$ cat src/rtl/owbm_pkg.sv
// Shared types, codes and constants for the one-wire bus master.
package owbm_pkg;

  localparam int unsigned TICK_W = 11;
  localparam int unsigned CFG_IDX_W = 3;
  localparam int unsigned CFG_DATA_W = 11;

  // Length of the low pulse that opens every read slot.
  localparam logic [TICK_W-1:0] READ_LOW_TICKS = TICK_W'(2);
  localparam logic [2:0] LAST_BIT = 3'd7;

  typedef enum logic [1:0] {
    ACT_TICK  = 2'd0,
    ACT_RESET = 2'd1,
    ACT_WRITE = 2'd2,
    ACT_READ  = 2'd3
  } action_e;

  typedef enum logic [3:0] {
    PH_IDLE,
    PH_RST_LOW,
    PH_RST_REC,
    PH_PRES,
    PH_PRES_WAIT,
    PH_WR_LOW,
    PH_WR_HIGH,
    PH_RD_LOW,
    PH_RD_DELAY,
    PH_RD_SAMPLE,
    PH_RD_REC
  } phase_e;

  typedef enum logic [CFG_IDX_W-1:0] {
    CFG_RESET_LOW     = 3'd0,
    CFG_RESET_RECOVER = 3'd1,
    CFG_PRES_TIMEOUT  = 3'd2,
    CFG_PRES_WINDOW   = 3'd3,
    CFG_SLOT_SHORT    = 3'd4,
    CFG_SLOT_LONG     = 3'd5,
    CFG_RD_DELAY      = 3'd6,
    CFG_RD_RECOVER    = 3'd7
  } cfg_idx_e;

  typedef struct packed {
    logic [10:0] reset_low;
    logic [9:0]  reset_recover;
    logic [5:0]  pres_timeout;
    logic [9:0]  pres_window;
    logic [9:0]  slot_short;
    logic [9:0]  slot_long;
    logic [9:0]  rd_delay;
    logic [9:0]  rd_recover;
  } cfg_t;

  localparam cfg_t CFG_RESET = '{
    reset_low:     11'd960,
    reset_recover: 10'd15,
    pres_timeout:  6'd45,
    pres_window:   10'd290,
    slot_short:    10'd5,
    slot_long:     10'd60,
    rd_delay:      10'd8,
    rd_recover:    10'd50
  };

  typedef struct packed {
    action_e     action;
    logic [7:0]  tx_byte;
    logic        line_level;
  } item_t;

  typedef struct packed {
    phase_e             phase;
    logic [TICK_W-1:0]  tick;
    logic [5:0]         pres_cnt;
    logic [2:0]         bit_idx;
    logic [7:0]         shift;
    logic               absent;
    logic [7:0]         rx_last;
  } seq_state_t;

  typedef struct packed {
    logic        drive_low;
    logic        busy_res;
    logic        done_res;
    logic [7:0]  rx_byte;
    logic        no_device;
    logic        rejected;
  } result_t;

endpackage

$ cat src/rtl/owbm_cfg_regs.sv
// Configuration register file of the one-wire bus master.
module owbm_cfg_regs (
  input  logic                              clk_i,
  input  logic                              rst_ni,
  input  logic                              cfg_we_i,
  input  logic [owbm_pkg::CFG_IDX_W-1:0]    cfg_idx_i,
  input  logic [owbm_pkg::CFG_DATA_W-1:0]   cfg_wdata_i,
  output owbm_pkg::cfg_t                    cfg_o
);
  import owbm_pkg::*;

  cfg_t cfg_q;
  cfg_t cfg_d;

  always_comb begin
    cfg_d = cfg_q;
    if (cfg_we_i) begin
      unique case (cfg_idx_e'(cfg_idx_i))
        CFG_RESET_LOW:     cfg_d.reset_low     = cfg_wdata_i[10:0];
        CFG_RESET_RECOVER: cfg_d.reset_recover = cfg_wdata_i[9:0];
        CFG_PRES_TIMEOUT:  cfg_d.pres_timeout  = cfg_wdata_i[5:0];
        CFG_PRES_WINDOW:   cfg_d.pres_window   = cfg_wdata_i[9:0];
        CFG_SLOT_SHORT:    cfg_d.slot_short    = cfg_wdata_i[9:0];
        CFG_SLOT_LONG:     cfg_d.slot_long     = cfg_wdata_i[9:0];
        CFG_RD_DELAY:      cfg_d.rd_delay      = cfg_wdata_i[9:0];
        CFG_RD_RECOVER:    cfg_d.rd_recover    = cfg_wdata_i[9:0];
        default:           cfg_d = cfg_q;
      endcase
    end
  end

  always_ff @(posedge clk_i or negedge rst_ni) begin
    if (!rst_ni) begin
      cfg_q <= CFG_RESET;
    end else begin
      cfg_q <= cfg_d;
    end
  end

  assign cfg_o = cfg_q;

endmodule

$ cat src/rtl/owbm_seq.sv
// Bus sequencer: phase, tick counter, shift register; one item per cycle with step_i.
module owbm_seq (
  input  logic               clk_i,
  input  logic               rst_ni,
  input  owbm_pkg::cfg_t     cfg_i,
  input  logic               step_i,
  input  owbm_pkg::item_t    item_i,
  output owbm_pkg::result_t  res_o
);
  import owbm_pkg::*;

  seq_state_t st_q;
  seq_state_t st_d;

  function automatic logic is_timed(phase_e p);
    is_timed = (p == PH_RST_LOW) || (p == PH_RST_REC) || (p == PH_PRES_WAIT) ||
               (p == PH_WR_LOW) || (p == PH_WR_HIGH) || (p == PH_RD_LOW) ||
               (p == PH_RD_DELAY) || (p == PH_RD_REC);
  endfunction

  function automatic seq_state_t finish(seq_state_t s);
    seq_state_t r;
    r = s;
    r.phase = PH_IDLE;
    r.tick = '0;
    r.bit_idx = '0;
    return r;
  endfunction

  // Low phase of a write slot: short for a one, long for a zero.
  function automatic logic [TICK_W-1:0] wr_low_len(logic b, cfg_t c);
    wr_low_len = b ? {1'b0, c.slot_short} : {1'b0, c.slot_long};
  endfunction

  function automatic logic [TICK_W-1:0] wr_high_len(logic b, cfg_t c);
    wr_high_len = b ? {1'b0, c.slot_long} : {1'b0, c.slot_short};
  endfunction

  // One phase expiry. When both slot lengths are zero every write bit passes
  // at once, so the whole byte is finished in a single step.
  function automatic seq_state_t expire(seq_state_t s, cfg_t c);
    seq_state_t r;
    logic [7:0] nxt_shift;
    r = s;
    nxt_shift = {1'b0, s.shift[7:1]};
    case (s.phase)
      PH_RST_LOW: begin
        r.phase = PH_RST_REC;
        r.tick = {1'b0, c.reset_recover};
      end
      PH_RST_REC: begin
        r.phase = PH_PRES;
        r.pres_cnt = '0;
        r.tick = '0;
      end
      PH_PRES_WAIT: r = finish(s);
      PH_WR_LOW: begin
        if ((c.slot_short == '0) && (c.slot_long == '0)) begin
          r = finish(s);
        end else begin
          r.phase = PH_WR_HIGH;
          r.tick = wr_high_len(s.shift[0], c);
        end
      end
      PH_WR_HIGH: begin
        r.shift = nxt_shift;
        if (s.bit_idx == LAST_BIT) begin
          r = finish(r);
        end else begin
          r.bit_idx = s.bit_idx + 3'd1;
          r.phase = PH_WR_LOW;
          r.tick = wr_low_len(nxt_shift[0], c);
        end
      end
      PH_RD_LOW: begin
        r.phase = PH_RD_DELAY;
        r.tick = {1'b0, c.rd_delay};
      end
      PH_RD_DELAY: begin
        r.phase = PH_RD_SAMPLE;
        r.tick = '0;
      end
      PH_RD_REC: begin
        if (s.bit_idx == LAST_BIT) begin
          r.rx_last = s.shift;
          r = finish(r);
        end else begin
          r.bit_idx = s.bit_idx + 3'd1;
          r.phase = PH_RD_LOW;
          r.tick = READ_LOW_TICKS;
        end
      end
      default: begin
        r.phase = PH_IDLE;
        r.tick = '0;
      end
    endcase
    return r;
  endfunction

  function automatic seq_state_t settle_step(seq_state_t s, cfg_t c);
    if (is_timed(s.phase) && (s.tick == '0)) begin
      return expire(s, c);
    end
    return s;
  endfunction

  function automatic seq_state_t do_tick(seq_state_t s, cfg_t c, logic line);
    seq_state_t r;
    logic [9:0] cnt_ext;
    r = s;
    cnt_ext = {4'b0, s.pres_cnt};
    if (is_timed(s.phase)) begin
      if (s.tick != '0) begin
        r.tick = s.tick - TICK_W'(1);
      end
    end else if (s.phase == PH_PRES) begin
      if (line) begin
        if (s.pres_cnt >= c.pres_timeout) begin
          r.absent = 1'b1;
          r = finish(r);
        end else begin
          r.pres_cnt = s.pres_cnt + 6'd1;
        end
      end else begin
        r.absent = 1'b0;
        r.phase = PH_PRES_WAIT;
        r.tick = (c.pres_window > cnt_ext) ? {1'b0, c.pres_window - cnt_ext} : '0;
      end
    end else if (s.phase == PH_RD_SAMPLE) begin
      r.shift = {line, s.shift[7:1]};
      r.phase = PH_RD_REC;
      r.tick = {1'b0, c.rd_recover};
    end
    return r;
  endfunction

  seq_state_t pre;
  seq_state_t mid;
  seq_state_t mid2;
  logic       rejected;

  // No chain of zero-length phases needs more than three expiries: with one
  // slot length at zero, a write slot can end, pass an empty high phase and
  // then an empty low phase of the next bit in the same tick.
  always_comb begin
    pre = st_q;
    rejected = 1'b0;
    if ((item_i.action == ACT_TICK) || (st_q.phase != PH_IDLE)) begin
      rejected = (item_i.action != ACT_TICK);
      pre = do_tick(st_q, cfg_i, item_i.line_level);
    end else begin
      case (item_i.action)
        ACT_RESET: begin
          pre.phase = PH_RST_LOW;
          pre.tick = cfg_i.reset_low;
          pre.pres_cnt = '0;
        end
        ACT_WRITE: begin
          pre.shift = item_i.tx_byte;
          pre.bit_idx = '0;
          pre.phase = PH_WR_LOW;
          pre.tick = wr_low_len(item_i.tx_byte[0], cfg_i);
        end
        default: begin
          pre.shift = '0;
          pre.bit_idx = '0;
          pre.phase = PH_RD_LOW;
          pre.tick = READ_LOW_TICKS;
        end
      endcase
    end
    mid = settle_step(pre, cfg_i);
    mid2 = settle_step(mid, cfg_i);
    st_d = settle_step(mid2, cfg_i);

    res_o.drive_low = (st_d.phase == PH_RST_LOW) || (st_d.phase == PH_WR_LOW) ||
                      (st_d.phase == PH_RD_LOW);
    res_o.busy_res  = (st_d.phase != PH_IDLE);
    res_o.done_res  = (st_d.phase == PH_IDLE) &&
                      ((st_q.phase != PH_IDLE) || (item_i.action != ACT_TICK));
    res_o.rx_byte   = st_d.rx_last;
    res_o.no_device = st_d.absent;
    res_o.rejected  = rejected;
  end

  always_ff @(posedge clk_i or negedge rst_ni) begin
    if (!rst_ni) begin
      st_q <= '{phase: PH_IDLE, tick: '0, pres_cnt: '0, bit_idx: '0,
                shift: '0, absent: 1'b0, rx_last: '0};
    end else if (step_i) begin
      st_q <= st_d;
    end
  end

endmodule

$ cat src/rtl/one_wire_bus_master.sv
// Top level of the one-wire bus master: input register, sequencer, result register.
//
// Items arrive on the s_axis channel: tuser carries the action (tick, bus
// reset, write byte, read byte), tdata the byte to send and the sampled line
// level. Each accepted transaction gives exactly one result transaction on
// m_axis with the line drive, busy, done, last read byte, no-device and
// rejected flags. The caller sends one tick item per microsecond and drives
// the bus from drive_low.
// An item passes the input register, then the sequencer into the result register.
// Throughput is one item per cycle while m_axis_tready does not stall the output;
// the sequencer updates its phase and counters in a single pass, with at most
// three back-to-back phase expiries. The configuration port writes one
// register per cycle with cfg_we_i; the user must use it only while the block
// is idle, which the block itself does not enforce. Reset returns the
// configuration registers to their defaults, the sequencer to idle with the
// line released, and the last read byte and no-device flag to zero.
// When m_axis_tready is low the result register holds, the input register
// takes one more item, and s_axis_tready then falls until the result leaves.
module one_wire_bus_master (
  input  logic                             clk_i,
  input  logic                             rst_ni,
  input  logic                             s_axis_tvalid,
  output logic                             s_axis_tready,
  input  logic [15:0]                      s_axis_tdata,  // tx_byte[7:0], line_level[8]
  input  logic [1:0]                       s_axis_tuser,  // action[1:0]
  output logic                             m_axis_tvalid,
  input  logic                             m_axis_tready,
  // drive_low[0], busy_res[1], done_res[2], rx_byte[10:3], no_device[11],
  // rejected[12]
  output logic [15:0]                      m_axis_tdata,
  input  logic                             cfg_we_i,
  input  logic [owbm_pkg::CFG_IDX_W-1:0]   cfg_idx_i,
  input  logic [owbm_pkg::CFG_DATA_W-1:0]  cfg_wdata_i
);
  import owbm_pkg::*;

  cfg_t    cfg;
  item_t   item_q;
  logic    in_vld_q;
  result_t res;
  result_t res_q;
  logic    out_vld_q;
  logic    advance;
  logic    in_load;

  assign advance       = in_vld_q && (!out_vld_q || m_axis_tready);
  assign s_axis_tready = !in_vld_q || advance;
  assign in_load       = s_axis_tvalid && s_axis_tready;

  owbm_cfg_regs u_cfg (
    .clk_i       (clk_i),
    .rst_ni      (rst_ni),
    .cfg_we_i    (cfg_we_i),
    .cfg_idx_i   (cfg_idx_i),
    .cfg_wdata_i (cfg_wdata_i),
    .cfg_o       (cfg)
  );

  owbm_seq u_seq (
    .clk_i  (clk_i),
    .rst_ni (rst_ni),
    .cfg_i  (cfg),
    .step_i (advance),
    .item_i (item_q),
    .res_o  (res)
  );

  always_ff @(posedge clk_i or negedge rst_ni) begin
    if (!rst_ni) begin
      in_vld_q <= 1'b0;
    end else if (in_load) begin
      in_vld_q <= 1'b1;
    end else if (advance) begin
      in_vld_q <= 1'b0;
    end
  end

  always_ff @(posedge clk_i) begin
    if (in_load) begin
      item_q.action     <= action_e'(s_axis_tuser);
      item_q.tx_byte    <= s_axis_tdata[7:0];
      item_q.line_level <= s_axis_tdata[8];
    end
  end

  always_ff @(posedge clk_i or negedge rst_ni) begin
    if (!rst_ni) begin
      out_vld_q <= 1'b0;
    end else if (advance) begin
      out_vld_q <= 1'b1;
    end else if (m_axis_tready) begin
      out_vld_q <= 1'b0;
    end
  end

  always_ff @(posedge clk_i) begin
    if (advance) begin
      res_q <= res;
    end
  end

  assign m_axis_tvalid = out_vld_q;
  assign m_axis_tdata  = {3'b000, res_q.rejected, res_q.no_device, res_q.rx_byte,
                          res_q.done_res, res_q.busy_res, res_q.drive_low};

endmodule
$ cat config.mk
export PLATFORM = sky130hd
export DESIGN_NAME = one_wire_bus_master
export DESIGN_NICKNAME = d
export VERILOG_FILES = /design/src/rtl/owbm_pkg.sv /design/src/rtl/owbm_cfg_regs.sv /design/src/rtl/owbm_seq.sv /design/src/rtl/one_wire_bus_master.sv
export SDC_FILE = /design/constraint.sdc
export NUM_CORES = 1
export LEC_CHECK = 0
export BUFFER_PORTS_ARGS = -buffer_cell sky130_fd_sc_hd__buf_2
export CAP_MARGIN = 20
export CORE_MARGIN = 2
export CORE_UTILIZATION = 40
export CTS_BUF_LIST = sky130_fd_sc_hd__clkbuf_16
export DETAILED_ROUTE_END_ITERATION = 7
export SYNTH_ARGS = -nofsm -noshare
export SYNTH_HDL_FRONTEND = slang
export SYNTH_SLANG_ARGS = --single-unit
$ cat constraint.sdc
create_clock -name clk_i -period 5.8 [get_ports clk_i]
set_input_delay 0.29 -clock clk_i [delete_from_list [all_inputs] [get_ports clk_i]]
set_output_delay 0.29 -clock clk_i [all_outputs]
set_load 0.01 [all_outputs]
* Word-level counts from Yosys, hierarchy flattened *
Index checks and enable logic that the tools add are counted.

operators by class
  reductions and logical operators = 65
  equal/unequal tests = 49
  $lt $le $gt $ge = 2
  mux-type cells = 77
  add/subtract/negate cells = 6

operators by type and width
  cell                  number
  $pmux W15 S7          3
  $mux W41              6
  $pmux W20 S4          3
  $mux W20              8
  $mux W14              9
  $mux W10              8
  $eq A4 B3 Y1 const B  18
  $mux W17              4
  $mux W15              4
  $mux W8               6
  $eq A4 B4 Y1 const B  9
  $pmux W6 S2           3
  $logic_or A1 B1 Y1    34
  $logic_not A11 Y1     3
  $mux W32              1
  $pmux W14 S2          1
  $mux W9               3
  $mux W26              1
  $mux W11              2
  $pmux W11 S2          1
  $eq A3 B3 Y1 const B  7
  $eq A4 B1 Y1 const B  5
  $eq A4 B2 Y1 const B  5
  $logic_not A10 Y1     2
  23 further kinds      53

storage, ports and cells
  output and inout bits = 18
  register bits after elaboration = 144
  input port bits = 37

* Longest topological paths before layout *
Gate-level depths: netlist (run 1).

  word-level depth = 53
  mapped depth = 32

* By module *
From an unflattened synthesis (run 1), not the netlist that was laid out.

unflattened totals
  cell total of the unflattened synthesis = 1050
  area, all modules = 10197.3 µm²

by module, submodules not included
  module               area an instance (µm²)  cells an instance  instances
  owbm_seq             6392.4                  845                1
  owbm_cfg_regs        2954.1                  169                1
  one_wire_bus_master  850.8                   36                 1

* Least setup slack after synthesis (run 1) *
Ideal clock, no wire load.

  path kind = register -> register
  from = register u_cfg.cfg_q, in the netlist u_cfg.cfg_o[40]
  to = register u_seq.st_q[27] (netlist bit)
  data arrival time = 6160 ps
  data required time = 5706 ps
  slack = -454 ps
  setup time = 94 ps
  path buffers = 1
  cell stages (with the launch flop) = 27
  path through = dfrtp_1 > inv_1 > ha_1 > inv_1 > fa_1 > a211oi_1 > o211ai_1 > o311a_1 > a221o_1 > or3_4 > nor4_4 > nor3b_1 > and3_1 > o21ai_0 > ha_1 > ha_1 > a211oi_1 > a21oi_1 > o21a_1 > a221oi_1 > mux2i_1 > or4_1 > buf_2 > nor2_1 > o21ai_1 > and4_1 > a221oi_2

on the way
  cells in the longest elaborated chain, start to end = 32
  elaborated cells on any way between the ends = 69
  classes of those cells = 2 x add/sub; 1 x order compare; 18 x eq/ne; 28 x mux; 20 x reduce/logical

RTL lines
  item                                                     RTL line                        source
  start, declared                                          owbm_cfg_regs.sv:12             cfg_t cfg_q;
  start signal, assigned                                   owbm_cfg_regs.sv:36             cfg_q <= cfg_d;
  $sub A10 B6 Y10 / $gt A10 B6 Y1 (equally long branches)  owbm_seq.sv:128                 r.tick = (c.pres_window > cnt_ext) ? {1'b0, c.pres_window - cnt_ext} : '0;
  $mux W10 (*)                                             owbm_seq.sv:128
  $mux W15 (*)                                             owbm_seq.sv:118                 if (line) begin
  $mux W15 (*)                                             owbm_seq.sv:117                 end else if (s.phase == PH_PRES) begin
  $mux W11 (*)                                             owbm_seq.sv:113                 if (is_timed(s.phase)) begin
  $mux W32 (*)                                             owbm_seq.sv:149                 if ((item_i.action == ACT_TICK) || (st_q.phase != PH_IDLE)) begin
  $logic_not A11 Y1                                        owbm_seq.sv:102                 if (is_timed(s.phase) && (s.tick == '0)) begin
  $logic_and A1 B1 Y1                                      owbm_seq.sv:102
  [12 not listed]                                          --
  $mux W41 (*)                                             owbm_seq.sv:105                 return s;
  $eq A4 B1 Y1 / $eq A4 B2 Y1 (equally long branches)      owbm_seq.sv:16, owbm_seq.sv:46
  $logic_or A1 B1 Y1 (3 in a row)                          owbm_seq.sv:16                  is_timed = (p == PH_RST_LOW) || (p == PH_RST_REC) || (p == PH_PRES_WAIT) ||
  $logic_or A1 B1 Y1 (3 in a row)                          owbm_seq.sv:17                  (p == PH_WR_LOW) || (p == PH_WR_HIGH) || (p == PH_RD_LOW) ||
  $logic_or A1 B1 Y1                                       owbm_seq.sv:18                  (p == PH_RD_DELAY) || (p == PH_RD_REC);
  $logic_and A1 B1 Y1                                      owbm_seq.sv:102
  $mux W1                                                  owbm_seq.sv:102
  $mux W41 (*)                                             owbm_seq.sv:105
  end signal, assigned                                     owbm_seq.sv:189                 st_q <= '{phase: PH_IDLE, tick: '0, pres_cnt: '0, bit_idx: '0,
  end signal, assigned                                     owbm_seq.sv:192                 st_q <= st_d;
  end, declared                                            owbm_seq.sv:12                  seq_state_t st_q;

Mark *: on every way between the ends. The select of a mux whose other input is x is not followed.
A chain may end at the register's enable or synchronous reset.

==> run summary, run 1 <==
Status = complete, but fails checks
Failing checks = negative setup slack
HPWL Detailed = 27.9 mm
Met3 routed WL = 2.22 mm
Most common cell after layout, fill and taps aside = buf_4
H-Tree Depth = 4
Die Ht = 164 µm
Final Hold Fails = 0
IO buf count = 44
DIE WIDTH = 164 µm
Initial antenna violation count = 1
Worst path arrival time = 6.00 ns
Vias = 9541
Final wirelength = 37.2 mm
CP max stage delay = 0.40 ns
Iteration count of the initial detailed-routing pass = 6
Final worst path period need = 5.82 ns
Most frequent cells in the layout = buf_4, mux2_2, nand2_1
Unrepaired setup endpoints after global routing = yes
CP Capture Type = flop
Design area = 12800 µm²
Final setup TNS = -0.0229 ns
Initial Util = 40.8%
Synth Register Bits = 144
Num Clock Sinks = 144
Die area = 27000 µm²
Clock latency on the worst-skew pair = 0.44 ns
Pins over their slew limit = 0
N_diodes = 0
Slew margin rel. = 47.3%
Prevailing post-synth register cell = dfrtp_1
Synth cell types = 87
Register area = 3750 µm²
Wire length per cell = 23.6 µm
Total global-route track usage = 27.8%
Family with the most delay on the worst path = simple AND/OR/NAND/NOR gates
Mapped Cells = 1097
Post-layout net count = 1294
Crit-path max FO = 8
Crit-path cells = inv_1 > ha_2 > o211ai_1 > o211ai_1 > buf_4 > o211ai_1 > mux2_2 > o211ai_1 > buf_4 > nor4_4 > nor3b_4 > and3_4 > o21ai_2 > ha_2 > ha_4 > nor2_4 > or4_1 > mux2_4 > mux2_4 > o32ai_4 > a31oi_2 > nor4b_2 > nand4_2 > and3b_2
Worst Path Buf+Inv = 3
Fill count = 2274
Hold Path Class = input pin to flop
Sequential area share after synthesis = 36.5%
Simple-Gate Fraction of Synth Area = 16.6%
Worst-path clk slew = 0.08 ns
Synth-to-layout area growth = 24.9%
Lkg Pwr = 5.41 nW
Worst Max-Slew Pin Slew = 0.788 ns
IO Pins = 55
Post-DP Area = 11700 µm²
Num CTS Buffers = 17
First-pass GRT wire length = 55.9 mm
Vias per std cell = 6.06
Peak supply drop = 0.249 mV
Area of the core = 25200 µm²
Adder-Cell Fraction of Synth Area = 3.12%
Worst Slack Setup Final = -0.0229 ns
Number of routed nets with antenna violations = 0
Drt initial violations = 775
Largest net degree at the start of global routing = 50
Critical path class = flop to flop
Highest routed metal layer = met4
Area of the multi-input gates = 6450 µm²
Mean Syn Cell Area = 9.37 µm²
Clock Path Buffers = 2
Main combinational cell family by area after synthesis = multiplexers
Synth Cell Area = 10300 µm²
CTS tree = yes
Placement Setup Slack = -0.295 ns
Met1 WL = 17.4 mm
WL met2 = 16.3 mm
Number of synthesized flops with an enable pin = 24
Clk_skew = 0.0130 ns
DRC viols = 0
RePlAce Congestion = 1.04
Max cap viols = 0
Fmax = 172 MHz
Ys async rst share = 83.3%
Vias in the first global route = 8982
Row count = 58
Critical-path top delay cell = dfrtp_1
P per Cell Area = 531 nW/µm²
Final setup viols = 1
Mux share of post-synthesis cell area = 19.0%
Layout cells sized above 1 = 36.9%
Synth Warn # = 0
Synth Area in Compound Gates = 18.8%
GRT Residual Overflow = 0
Critical Path RT = 5.98 ns
Fin crit share = 100%
Setup crit start kind = flop
Root buf cell = clkbuf_16
XOR/XNOR Fraction of Synth Area = 0.596%
Most frequent CP cell = o211ai_1
## registers in the layout (all words and copies together), names as in the netlist
signal,flops
item_q,11
m_axis_tvalid,1
in_vld_q,1
u_cfg.cfg_o,77
u_seq.st_q,41
m_axis_tdata,13
## cells in the mapped netlist, types with 5 or more instances
master | number | area (µm²)
a211oi_1 | 7 | 52.6
a21o_1 | 7 | 52.6
a21oi_1 | 53 | 265
a221o_1 | 7 | 70.1
a221oi_1 | 6 | 52.6
a22o_1 | 15 | 131
a22oi_1 | 14 | 105
a31oi_1 | 11 | 68.8
a32oi_1 | 7 | 61.3
and2_1 | 7 | 43.8
and3_1 | 6 | 37.5
buf_1 | 6 | 22.5
buf_2 | 20 | 100
clkbuf_1 | 49 | 184
dfrtp_1 | 95 | 2380
dfstp_2 | 25 | 657
edfxtp_1 | 24 | 721
ha_1 | 24 | 300
inv_1 | 42 | 158
mux2_2 | 111 | 1250
mux2i_1 | 65 | 651
nand2_1 | 98 | 368
nand2b_1 | 12 | 75.1
nand3_1 | 20 | 100
nand3b_1 | 5 | 37.5
nand4_1 | 12 | 75.1
nand4b_1 | 7 | 61.3
nor2_1 | 78 | 293
nor2b_1 | 13 | 81.3
nor3_1 | 17 | 85.1
nor3b_1 | 5 | 37.5
nor4_1 | 12 | 75.1
nor4b_1 | 6 | 52.6
o211ai_1 | 12 | 90.1
o21ai_0 | 65 | 325
o21ai_1 | 16 | 80.1
o221ai_1 | 7 | 61.3
o22ai_1 | 7 | 43.8
o31ai_1 | 8 | 60.1
or4_1 | 6 | 45.0
## final timing paths
| check | slack, ns | from | depth (start not counted) | end |
|---|---|---|---|---|
| setup / recovery | -0.02 | u_seq.st_q[25]$_DFFE_PN0P_ | 24 | m_axis_tdata[0]$_DFFE_PP_ |
| hold / removal | 0.02 | s_axis_tdata[3] | 1 | item_q[4]$_DFFE_PP_ |
| setup reg to reg | -0.02 | u_seq.st_q[25]$_DFFE_PN0P_ | 24 | m_axis_tdata[0]$_DFFE_PP_ |
| hold reg to reg | 0.48 | u_seq.st_q[1]$_DFFE_PN0P_ | 2 | u_seq.st_q[1]$_DFFE_PN0P_ |
| max in group asynchronous | 4.44 | rst_ni | 3 | u_cfg.cfg_o[57]$_DFFE_PN1P_ |
| min in group asynchronous | 0.36 | rst_ni | 2 | u_cfg.cfg_o[65]$_DFFE_PN0P_ |
## cell families after synthesis
family / Yosys count
AO/OA/AOI/OAI: 286
XOR/XNOR: 7
adder cells (fa/ha/maj): 25
buffers and inverters: 126
flip-flops: 144
multiplexers: 180
other: 1
AND/OR/NAND/NOR: 328
## through the flow
stage / hold WS, ns / utilization [%] / total power [mW] / instances
finish: 0.0229 / 51.0 / 6.82 / 1575
global route: 0.0135 / 51.0 / 7.17 / 1575
CTS: 0.0136 / 49.4 / 6.41 / 1565
detailed placement: 0.327 / 46.5 / 5.16 / 1530
global placement: 0.322 / 46.5 / 5.15 / 1530
floorplan: -0.00559 / - / 3.67 / 1099
## final cells by class
class                      count  share of cell area, %
tap                          330                   3.21
clock inverter                15                   1.31
clock buffer                  17                   3.31
inverter                      43                   1.26
sequential                   144                   29.2
timing repair buffer         197                   11.4
multi-input combinational    829                   50.2
## where the power goes
group	switching (mW)	internal, mW	total (mW)
sequential	0.269	1.28	1.55
clock	0.537	0.616	1.15
combinational	2.28	1.84	4.12
## routing by layer
| metal | GRT usage, % | vias up |
|---|---|---|
| met2 | 41.2 | 313 |
| met3 | 5.61 | 80 |
| met4 | 9.77 | 0 |
| met5 | 0 | - |
| met1 | 40.1 | 4777 |
| li1 | - | 4371 |
## repair_timing
item,4_1_cts,5_1_grt
setup endpoints to repair,13,13
pin swaps,11,18
gates cloned,0,1
gates resized for setup,28,72
hold endpoints to repair,34,0
buffers inserted,2,9
hold buffers,1,0
(Power assumes the default switching activity.)
==> run 2: changes to the inputs <==
--- a/config.mk
+++ b/config.mk
@@ -5,6 +5,7 @@
 export SDC_FILE = /design/constraint.sdc
 export NUM_CORES = 1
 export LEC_CHECK = 0
+export ABC_AREA = 1
 export BUFFER_PORTS_ARGS = -buffer_cell sky130_fd_sc_hd__buf_2
 export CAP_MARGIN = 20
 export CORE_MARGIN = 2
==> run 2 against run 1 <==
- the flow now finishes without violations
- critical path depth rose by 16
- highest routed layer unchanged
- die area rose by 6.5%
- via count increased by 23%
==> run summary, run 2 <==
Area of the core = 27000 µm² (+7.0%)
Final setup TNS = 0 ns (+0.0229 ns)
Crit-path max FO = 10 (+2)
Most frequent cells after synthesis = nand2_1, nor2_1, inv_1, o21ai_0, nand3_1
Synth area leader = dfrtp_1
Most frequent cells in the layout = nand2_1, nor2_1, inv_1
DIE WIDTH = 170 µm (+3.2%)
CP max stage delay = 0.54 ns (+0.14 ns)
Synth cell types = 49 (-44%)
Final Hold Fails = 0 (unchanged)
HPWL Detailed = 30.6 mm (+9.7%)
Vias per std cell = 5.39 (-11%)
Final setup viols = 0 (-1)
Vias = 11.7k (+23%)
Vias in the first global route = 11.2k (+25%)
Initial antenna violation count = 0 (-1)
Number of synthesized flops with an enable pin = 24 (unchanged)
Worst path arrival time = 5.69 ns (-0.31 ns)
Critical Path RT = 6.16 ns (+0.18 ns)
Adder-Cell Fraction of Synth Area = 2.92% (-0.19 points)
Synth Register Bits = 144 (unchanged)
Synth Area in Compound Gates = 14.8% (-4.0 points)
Synth-to-layout area growth = 17.8%
DRC viols = 0 (unchanged)
Initial Util = 40.7% (-0.15 points)
Worst-path clk slew = 0.07 ns (about the same)
Critical path class = flop to flop
Wire length per cell = 18.0 µm (-24%)
Worst path depth = 40 (+67%)
Family with the most delay on the worst path = simple AND/OR/NAND/NOR gates
Mapped Cells = 1689 (+54%)
CP Capture Type = flop
Main combinational cell family by area after synthesis = simple AND/OR/NAND/NOR gates
Die area = 28800 µm² (+6.5%)
Fin crit share = 92.0% (-8.4 points)
Most frequent cell after synthesis = nand2_1
Final wirelength = 39.1 mm (+5.1%)
Worst Max-Slew Pin Slew = 0.826 ns (+0.0383 ns)
Max cap viols = 0 (unchanged)
Iteration count of the initial detailed-routing pass = 5 (-1)
Fmax = 187 MHz (+9.1%)
Layout cells sized above 1 = 15.9% (-21 points)
Synth Cell Area = 11000 µm² (+6.6%)
Ys async rst share = 83.3% (unchanged)
Drt initial violations = 994 (+28%)
Prevailing post-synth register cell = dfrtp_1
Total global-route track usage = 28.1% (+0.28 points)
Critical-path top delay cell = dfstp_2
Post-layout net count = 1877 (+45%)
First-pass GRT wire length = 61.6 mm (+10%)
WHS Path Cells = 1 (unchanged)
Worst Slack Setup Final = 0.465 ns (+0.488 ns)
Number of routed nets with antenna violations = 0 (unchanged)
R2R depth = 40 (+67%)
GRT Residual Overflow = 0 (unchanged)
P per Cell Area = 602 nW/µm² (+13%)
Row count = 60 (+3.4%)
Post-DP Area = 12300 µm² (+4.6%)
N_diodes = 0 (unchanged)
Clock latency on the worst-skew pair = 0.45 ns (about the same)
Fill count = 2831 (+24%)
Most frequent CP cell = nand2_1
Worst Path Buf+Inv = 10 (+7)
RePlAce Congestion = 0.980 (-5.7%)
Slew margin rel. = 44.9% (-2.4 points)
CTS tree = yes
Num Clock Sinks = 144 (unchanged)
Peak supply drop = 0.275 mV (+10%)
Largest net degree at the start of global routing = 66 (+32%)
Die Ht = 170 µm (+3.2%)
Placement Setup Slack = 0.158 ns (+0.454 ns)
Non-filler instance count after layout = 2169 (+38%)
Simple-Gate Fraction of Synth Area = 37.6% (+21 points)
Design area = 12900 µm² (+0.51%)
Final worst path period need = 5.33 ns (-0.488 ns)
Sequential area share after synthesis = 34.2% (-2.3 points)
H-Tree Depth = 4 (unchanged)
Synth Warn # = 0 (unchanged)
Clock Path Buffers = 2 (unchanged)
# placed instances = 2132 (+39%)
Synth area leaders = dfrtp_1, nand2_1, o21ai_0
Root buf cell = clkbuf_16
Unrepaired setup endpoints after global routing = no
IO buf count = 44 (unchanged)
Mean Syn Cell Area = 6.49 µm² (-31%)
XOR/XNOR Fraction of Synth Area = 0.879% (+0.28 points)
Status = complete, no violations
Largest register FFs = 77 (unchanged)
Mux share of post-synthesis cell area = 0.274% (-19 points)
Pins over their slew limit = 0 (unchanged)
Clk_skew = 0.0164 ns (+0.00340 ns)
Lkg Pwr = 6.51 nW (+20%)
Area fraction of the dominant cell type after synthesis = 21.7% (-1.4 points)
Setup crit start kind = flop
Most common cell after layout, fill and taps aside = nand2_1
Num CTS Buffers = 17 (unchanged)
IO Pins = 55 (unchanged)
Hold Path Class = input pin to flop
[run 2: cell count changes after synthesis, sizes merged, moves of 62 or more]
cell   change
inv      +155
nand2    +445
nand3    +119
mux2i     -62
nor2     +136
o21ai     +91
mux2     -115
[run 2: layout make-up]
cell class,instances,area [µm²],share of cell area [%]
repair buffers,158,1130,8.76
multi-input cells,1292,6250,48.4
inverters,202,758,5.87
clock buffers,19,475,3.68
well taps,341,427,3.30
clock inverters,13,111,0.862
flip-flops and latches,144,3750,29.1
[run 2: path summary, 6_finish.rpt]
kind                                                   from                     endpoint  slack (ns)
worst max-delay path            u_cfg.cfg_o[55]$_DFFE_PN1P_   u_seq.st_q[27]$_DFFE_PN0P_        0.47
worst min-delay path                        s_axis_tdata[0]          item_q[1]$_DFFE_PP_        0.01
worst max register to register  u_cfg.cfg_o[55]$_DFFE_PN1P_   u_seq.st_q[27]$_DFFE_PN0P_        0.47
worst min register to register  u_cfg.cfg_o[57]$_DFFE_PN1P_  u_cfg.cfg_o[57]$_DFFE_PN1P_        0.49
max in group asynchronous                            rst_ni  u_cfg.cfg_o[14]$_DFFE_PN0P_        3.98
min in group asynchronous                            rst_ni    u_seq.st_q[5]$_DFFE_PN0P_        0.49
[run 2: repair_timing]
item	4_1_cts	5_1_grt
setup buffers	0	2
setup endpoints to repair	0	14
hold buffers	1	0
resized for setup	0	10
endpoints found under the hold margin	49	0
[run 2: per-stage QoR]
stage	power (mW)	utilization, %	hold slack (ns)
after floorplan	4.74	-	-0.00559
after CTS	7.64	47.7	0.00275
after global placement	6.48	45.5	0.437
after detailed placement	6.51	45.5	0.440
final	7.78	47.9	0.0124
after global routing	8.46	47.9	0.00337
[run 2: cell families after synthesis]
kind of cell               after synthesis
and+or+nand+nor                        955
adders and majority gates               25
AOI/OAI and AO/OA                      294
xor gates and xnor gates                11
other                                    1
muxes                                    3
buffers and inverters                  256
DFF                                    144
[run 2: routing by layer]
metal,vias to the layer above,part of all wire (%),global-route usage [%]
met2,442,43,42.8
met3,80,8.2,6.86
met1,5400,45,38.1
li1,5770,-,-
met5,-,0,0
met4,0,3.8,11.7
[run 2: report_power, final]
part	switching [mW]	internal, mW	total (mW)
clock	0.470	0.640	1.11
combinational	3.25	1.81	5.06
sequential	0.266	1.34	1.60
total	3.99	3.79	7.78
